--- src/rtl/stlbs_pkg.sv ---
// Shared types and constants for the sorted table lower-bound search unit.
// No dependencies; used by the controller, datapath and top level.
`timescale 1ns / 1ps

package stlbs_pkg;

	localparam int CFG_W   = 11;  // table_size register width
	localparam int STEPS_W = 4;   // iteration count width (wraps)

	localparam logic REQ_LOAD   = 1'b0;
	localparam logic REQ_SEARCH = 1'b1;

	localparam logic STATUS_OK      = 1'b0;
	localparam logic STATUS_INVALID = 1'b1;

	typedef enum logic {
		S_IDLE,
		S_SEARCH
	} state_t;

	// controller -> datapath
	typedef struct packed {
		logic load;   // write one table entry
		logic start;  // capture a search item
		logic step;   // one halving iteration
		logic emit;   // load the result register
	} cmd_t;

	// datapath -> controller
	typedef struct packed {
		logic done;   // search interval empty or key rejected
	} sts_t;

endpackage

--- src/rtl/stlbs_ctrl.sv ---
// Controller for the lower-bound search: state machine and result valid flag.
// Depends on stlbs_pkg (state_t, cmd_t, sts_t, request codes).
`timescale 1ns / 1ps

module stlbs_ctrl (
	input  logic            clk,
	input  logic            arst_n,
	input  logic            in_valid,
	input  logic            in_req_type,
	output logic            in_ready,
	output logic            out_valid,
	input  logic            out_ready,
	input  stlbs_pkg::sts_t sts,
	output stlbs_pkg::cmd_t cmd
);

	stlbs_pkg::state_t state_q, state_nx;
	logic              out_valid_q;

	always_ff @(posedge clk or negedge arst_n) begin
		if (!arst_n) begin
			state_q <= stlbs_pkg::S_IDLE;
		end else begin
			state_q <= state_nx;
		end
	end

	always_comb begin
		state_nx = state_q;
		cmd      = '0;
		in_ready = 1'b0;
		unique case (state_q)
			stlbs_pkg::S_IDLE: begin
				in_ready = 1'b1;
				if (in_valid) begin
					if (in_req_type == stlbs_pkg::REQ_SEARCH) begin
						cmd.start = 1'b1;
						state_nx  = stlbs_pkg::S_SEARCH;
					end else begin
						cmd.load = 1'b1;
					end
				end
			end
			stlbs_pkg::S_SEARCH: begin
				if (!sts.done) begin
					cmd.step = 1'b1;
				end else if (!out_valid_q || out_ready) begin
					// result slot free or draining this cycle
					cmd.emit = 1'b1;
					state_nx = stlbs_pkg::S_IDLE;
				end
			end
			default: begin
				state_nx = stlbs_pkg::S_IDLE;
			end
		endcase
	end

	always_ff @(posedge clk or negedge arst_n) begin
		if (!arst_n) begin
			out_valid_q <= 1'b0;
		end else if (cmd.emit) begin
			out_valid_q <= 1'b1;
		end else if (out_ready) begin
			out_valid_q <= 1'b0;
		end
	end

	assign out_valid = out_valid_q;

endmodule

--- config.mk ---
export PLATFORM = sky130hd
export DESIGN_NAME = stlbs_ctrl
export DESIGN_NICKNAME = d
export VERILOG_FILES = /design/src/rtl/stlbs_pkg.sv /design/src/rtl/stlbs_ctrl.sv
export SDC_FILE = /design/constraint.sdc
export NUM_CORES = 1
export LEC_CHECK = 0
export BUFFER_PORTS_ARGS = -buffer_cell sky130_fd_sc_hd__buf_2
export CAP_MARGIN = 20
export CORE_AREA = 5 5 42 44
export DETAILED_ROUTE_END_ITERATION = 10
export DIE_AREA = 0 0 47 49
export PLACE_DENSITY_LB_ADDON = 0.1
export SLEW_MARGIN = 20
export SYNTH_ARGS = -nofsm -noshare
export SYNTH_HDL_FRONTEND = slang
export SYNTH_SLANG_ARGS = --single-unit
--- constraint.sdc ---
create_clock -name clk -period 1 [get_ports clk]
set_input_delay 0 -clock clk [delete_from_list [all_inputs] [get_ports clk]]
set_output_delay 0 -clock clk [all_outputs]
set_load 0.01 [all_outputs]
# Yosys cells after proc, flatten, opt, wreduce, memory -nomap -nowiden
# Index checks and enable logic that the tools add are counted.
[totals]
regBits = 2
inputBits = 6
output_inout_bits = 6
word_cells = 21
[op_classes]
mux = 15
bitwise_logic = 1
n_reduce_logical = 3
[op_table]
columns = ["operator", "n"]
rows = [
  ["$mux 1", 11],
  ["$mux 2", 3],
  ["$pmux 1 s2", 1],
  ["$reduce_bool 2->1", 1],
  ["$logic_not 1->1", 1],
  ["$logic_or 1x1->1", 1],
  ["$not 1->1", 1],
]

# Longest topological paths before layout
[depth]
ltp_word = 6
mapped_depth = 2
mapped_depth_nobuf = 2

# Worst setup path before layout
# OpenSTA, ideal clock, no wires.
[synth_path]
kind = "register -> output"
from = "reg state_q"
to = "out cmd[3] (netlist name)"
arrival_time_ns = 0.744
required_ns = 1.000
path_slack_ns = 0.256
stages_incl_launch_ff = 2
path_buffers = 0
path_cell_list = "dfrtp_1 nor3b_1"
[synth_lines]
columns = ["item", "line_no", "rtl"]
rows = [
  ["start, declared", "stlbs_ctrl.sv:17", "stlbs_pkg::state_t state_q, state_nx;"],
  ["start signal, assigned", "stlbs_ctrl.sv:22", "state_q <= stlbs_pkg::S_IDLE;"],
  ["start signal, assigned", "stlbs_ctrl.sv:24", "state_q <= state_nx;"],
  ["end, declared", "stlbs_ctrl.sv:14", "output stlbs_pkg::cmd_t cmd"],
]

==> impl_metrics.toml <==
[status]
status = "complete, no violations"

[critical_path]
cp.arrival_ns = 1.00
cp-start-kind = "flip-flop"
critPathMaxFanout = 5
endpoint_kind = "output port"
r2r-start = "out_valid$_DFFE_PN0P_"
worstSetupPathType = "flip-flop to output port"
required_ns = 1.00
crit_path_start = "state_q$_DFF_PN0_"

[cts]
cts_tree = "done"
clockRootBuffer = "clkbuf_4"
htreeDepth = 1
cts.sinks = 2
clock_path_buffers = 2
cts_buffers = 3
clkLatencyLatePin_ns = 0.23
path_clk_slew_ns = 0.03

[synthesis]
synth_ff_type = "dfrtp_1"
syn_area_per_cell_um2 = 9.176
ys_seq_area_share_pct = 45.45
synth_edf_count = 0
ys_types = 10
synth_async_sr_flop_share_pct = 100.0
synth_cells = 12
ys_ff_latch = 2
synthTopCellsByCount = "dfrtp_1, nand2_1"
synth_area_leaders = "dfrtp_1, nand2b_4, nand2_1, nor3b_1, a31oi_1"
synth_nets = 18
netlist.area_leader.share_pct = 45.45
syn_area_um2 = 110.1
synth_warnings = 0
yosys.area.top_type = "dfrtp_1"

[layout]
nFillCells = 164
fin_util_pct = 18.04
area_growth_pct = 129.5
drive_gt1_share_pct = 75.86
seqCellArea_um2 = 51.30
multi_input_area_um2 = 68.82
finalNetCount = 37
diodes = 0
final_cells = 45

[die]
core_um2 = 1401
die_w_um = 47
io_pins = 12
dieArea_um2 = 2303
initial_core_util_pct = 7.857
die_y_um = 49
fp-row-count = 14

[routing]
vias_per_cell = 3.244
first_iter_violations = 0
wl_met1_um = 188
drt-pass1-iter-count = 1
drc = 0
drtAntennaViolNets = 0
wl_met2_um = 128
route.met3.wl_um = 80
num_vias = 146
avgRoutedWirePerCell_um = 8.822
top_layer_used = "met3"
wl_um = 397

[power]
pwr-share-comb_pct = 39.2
clkPwrFrac_pct = 33.0
p_seq_share_pct = 27.8
intPower_w = 0.0003584
max-vdd-ir-drop_mv = 0.9529
switchingPower_w = 0.0001802
power-per-cell-area_nw_per_um2 = 2131
sw_frac_of_total_pct = 33.46
p_leak_nw = 0.1326

[sta]
fin_crit_ns = 0.9993
skew_ns = 0.005694
finalSetupViolCount = 0
min_period_over_period_pct = 99.93
fmax_mhz = 1001
slew_violations = 0
rsz0062_at_grt = "yes"
worstMarginPinSlew_ns = 0.1318
tns_ns = 0
hold_viol_final = 0
max_slew_margin_pct = 91.17

[global_route]
grt_pass1_vias = 142
grt_pass1_wl_um = 607
grt_max_degree = 6
grtUsageTotal_pct = 4.219
grt_overflow = 0
antenna_found_initial = 0

[placement]
place_inst = 39
gp_congestion = 0.7120
dp_hpwl_um = 301.1
port_buffers = 11

[min_path]
worstHoldStart = "sts"
min_path_type = "primary input to flip-flop"

[job]
drv_cap = 0
## power by group through the flow
stage,clock network (W),registers (W),logic (W)
after floorplan,0,0.000144,0.0000831
final,0.000178,0.000150,0.000211
after global placement,0,0.000141,0.000167
after CTS,0.000186,0.000147,0.000171
after global routing,0.000201,0.000155,0.000238
after detailed placement,0,0.000143,0.000163
## worst paths after layout
check | to | slack, ns | cells past startpoint
min in group asynchronous | state_q$_DFF_PN0_ | 0.09 | 2
worst max-delay path | cmd[2] | 0.0007 | 3
worst max register to register | state_q$_DFF_PN0_ | 0.20 | 3
worst min register to register | state_q$_DFF_PN0_ | 0.54 | 1
worst min-delay path | state_q$_DFF_PN0_ | 0.008 | 2
max in group asynchronous | state_q$_DFF_PN0_ | 0.80 | 2
## metal layers
layer | vias to the layer above | track usage (%)
li1 | 74 | -
met1 | 58 | 5.252
met2 | 14 | 3.846
met3 | 0 | 7.011
met4 | 0 | 0
met5 | - | 0
## state kept, by name, summed over array words and instances (netlist names)
name,flops
out_valid,1
state_q,1
## cell type report
type                       instances  area share, %
clock buffer                       3          8.911
inverter                           1          1.485
multi-input combinational          9          27.23
sequential                         2          20.30
tap                               16          7.921
timing repair buffer              14          34.16
## layout by cell type, fill, tap and decap left out
master,netlist,layout
nor2_1,1,1
dfrtp_1,2,1
nor3b_2,0,1
nand2b_4,1,1
buf_2,0,10
and3_4,0,1
buf_4,0,2
buf_6,0,1
inv_2,1,1
nor2b_1,1,1
nand2_2,0,1
a21oi_1,1,1
dlygate4sd3_1,0,1
dfrtp_2,0,1
clkbuf_4,0,3
a31oi_1,1,1
nand2_1,2,1
## timing repair
action,in CTS,in global routing
gates resized for setup,2,3
setup endpoints to repair,1,4
hold buffers,1,0
setup buffers,0,2
endpoints found under the hold margin,2,0
## critical path, stage by stage (launching register included)
cell and delay (ns):
dfrtp_2 0.43, inv_2 0.08, and3_4 0.17, buf_6 0.09
## per-stage QoR
step	power (W)	area (µm²)	hold slack, ns	setup WS (ns)
after floorplan	0.0002268	110.1	-0.2956	0.2563
after global placement	0.0003079	185.2	-0.2110	0.2532
after detailed placement	0.0003056	185.2	-0.2123	0.2285
after CTS	0.0005031	225.2	0.01016	-0.004311
after global routing	0.0005942	252.7	0.01084	-0.04729
final	0.0005386	252.7	0.008278	0.0006743
## cell families after synthesis
group	count (synthesis)	share of synthesized area (%)
AO/OA/AOI/OAI	2	10.23
flip-flops	2	45.46
AND/OR/NAND/NOR	7	40.92
buffers and inverters	1	3.406
Note: power is estimated with default switching activity, not from simulation.
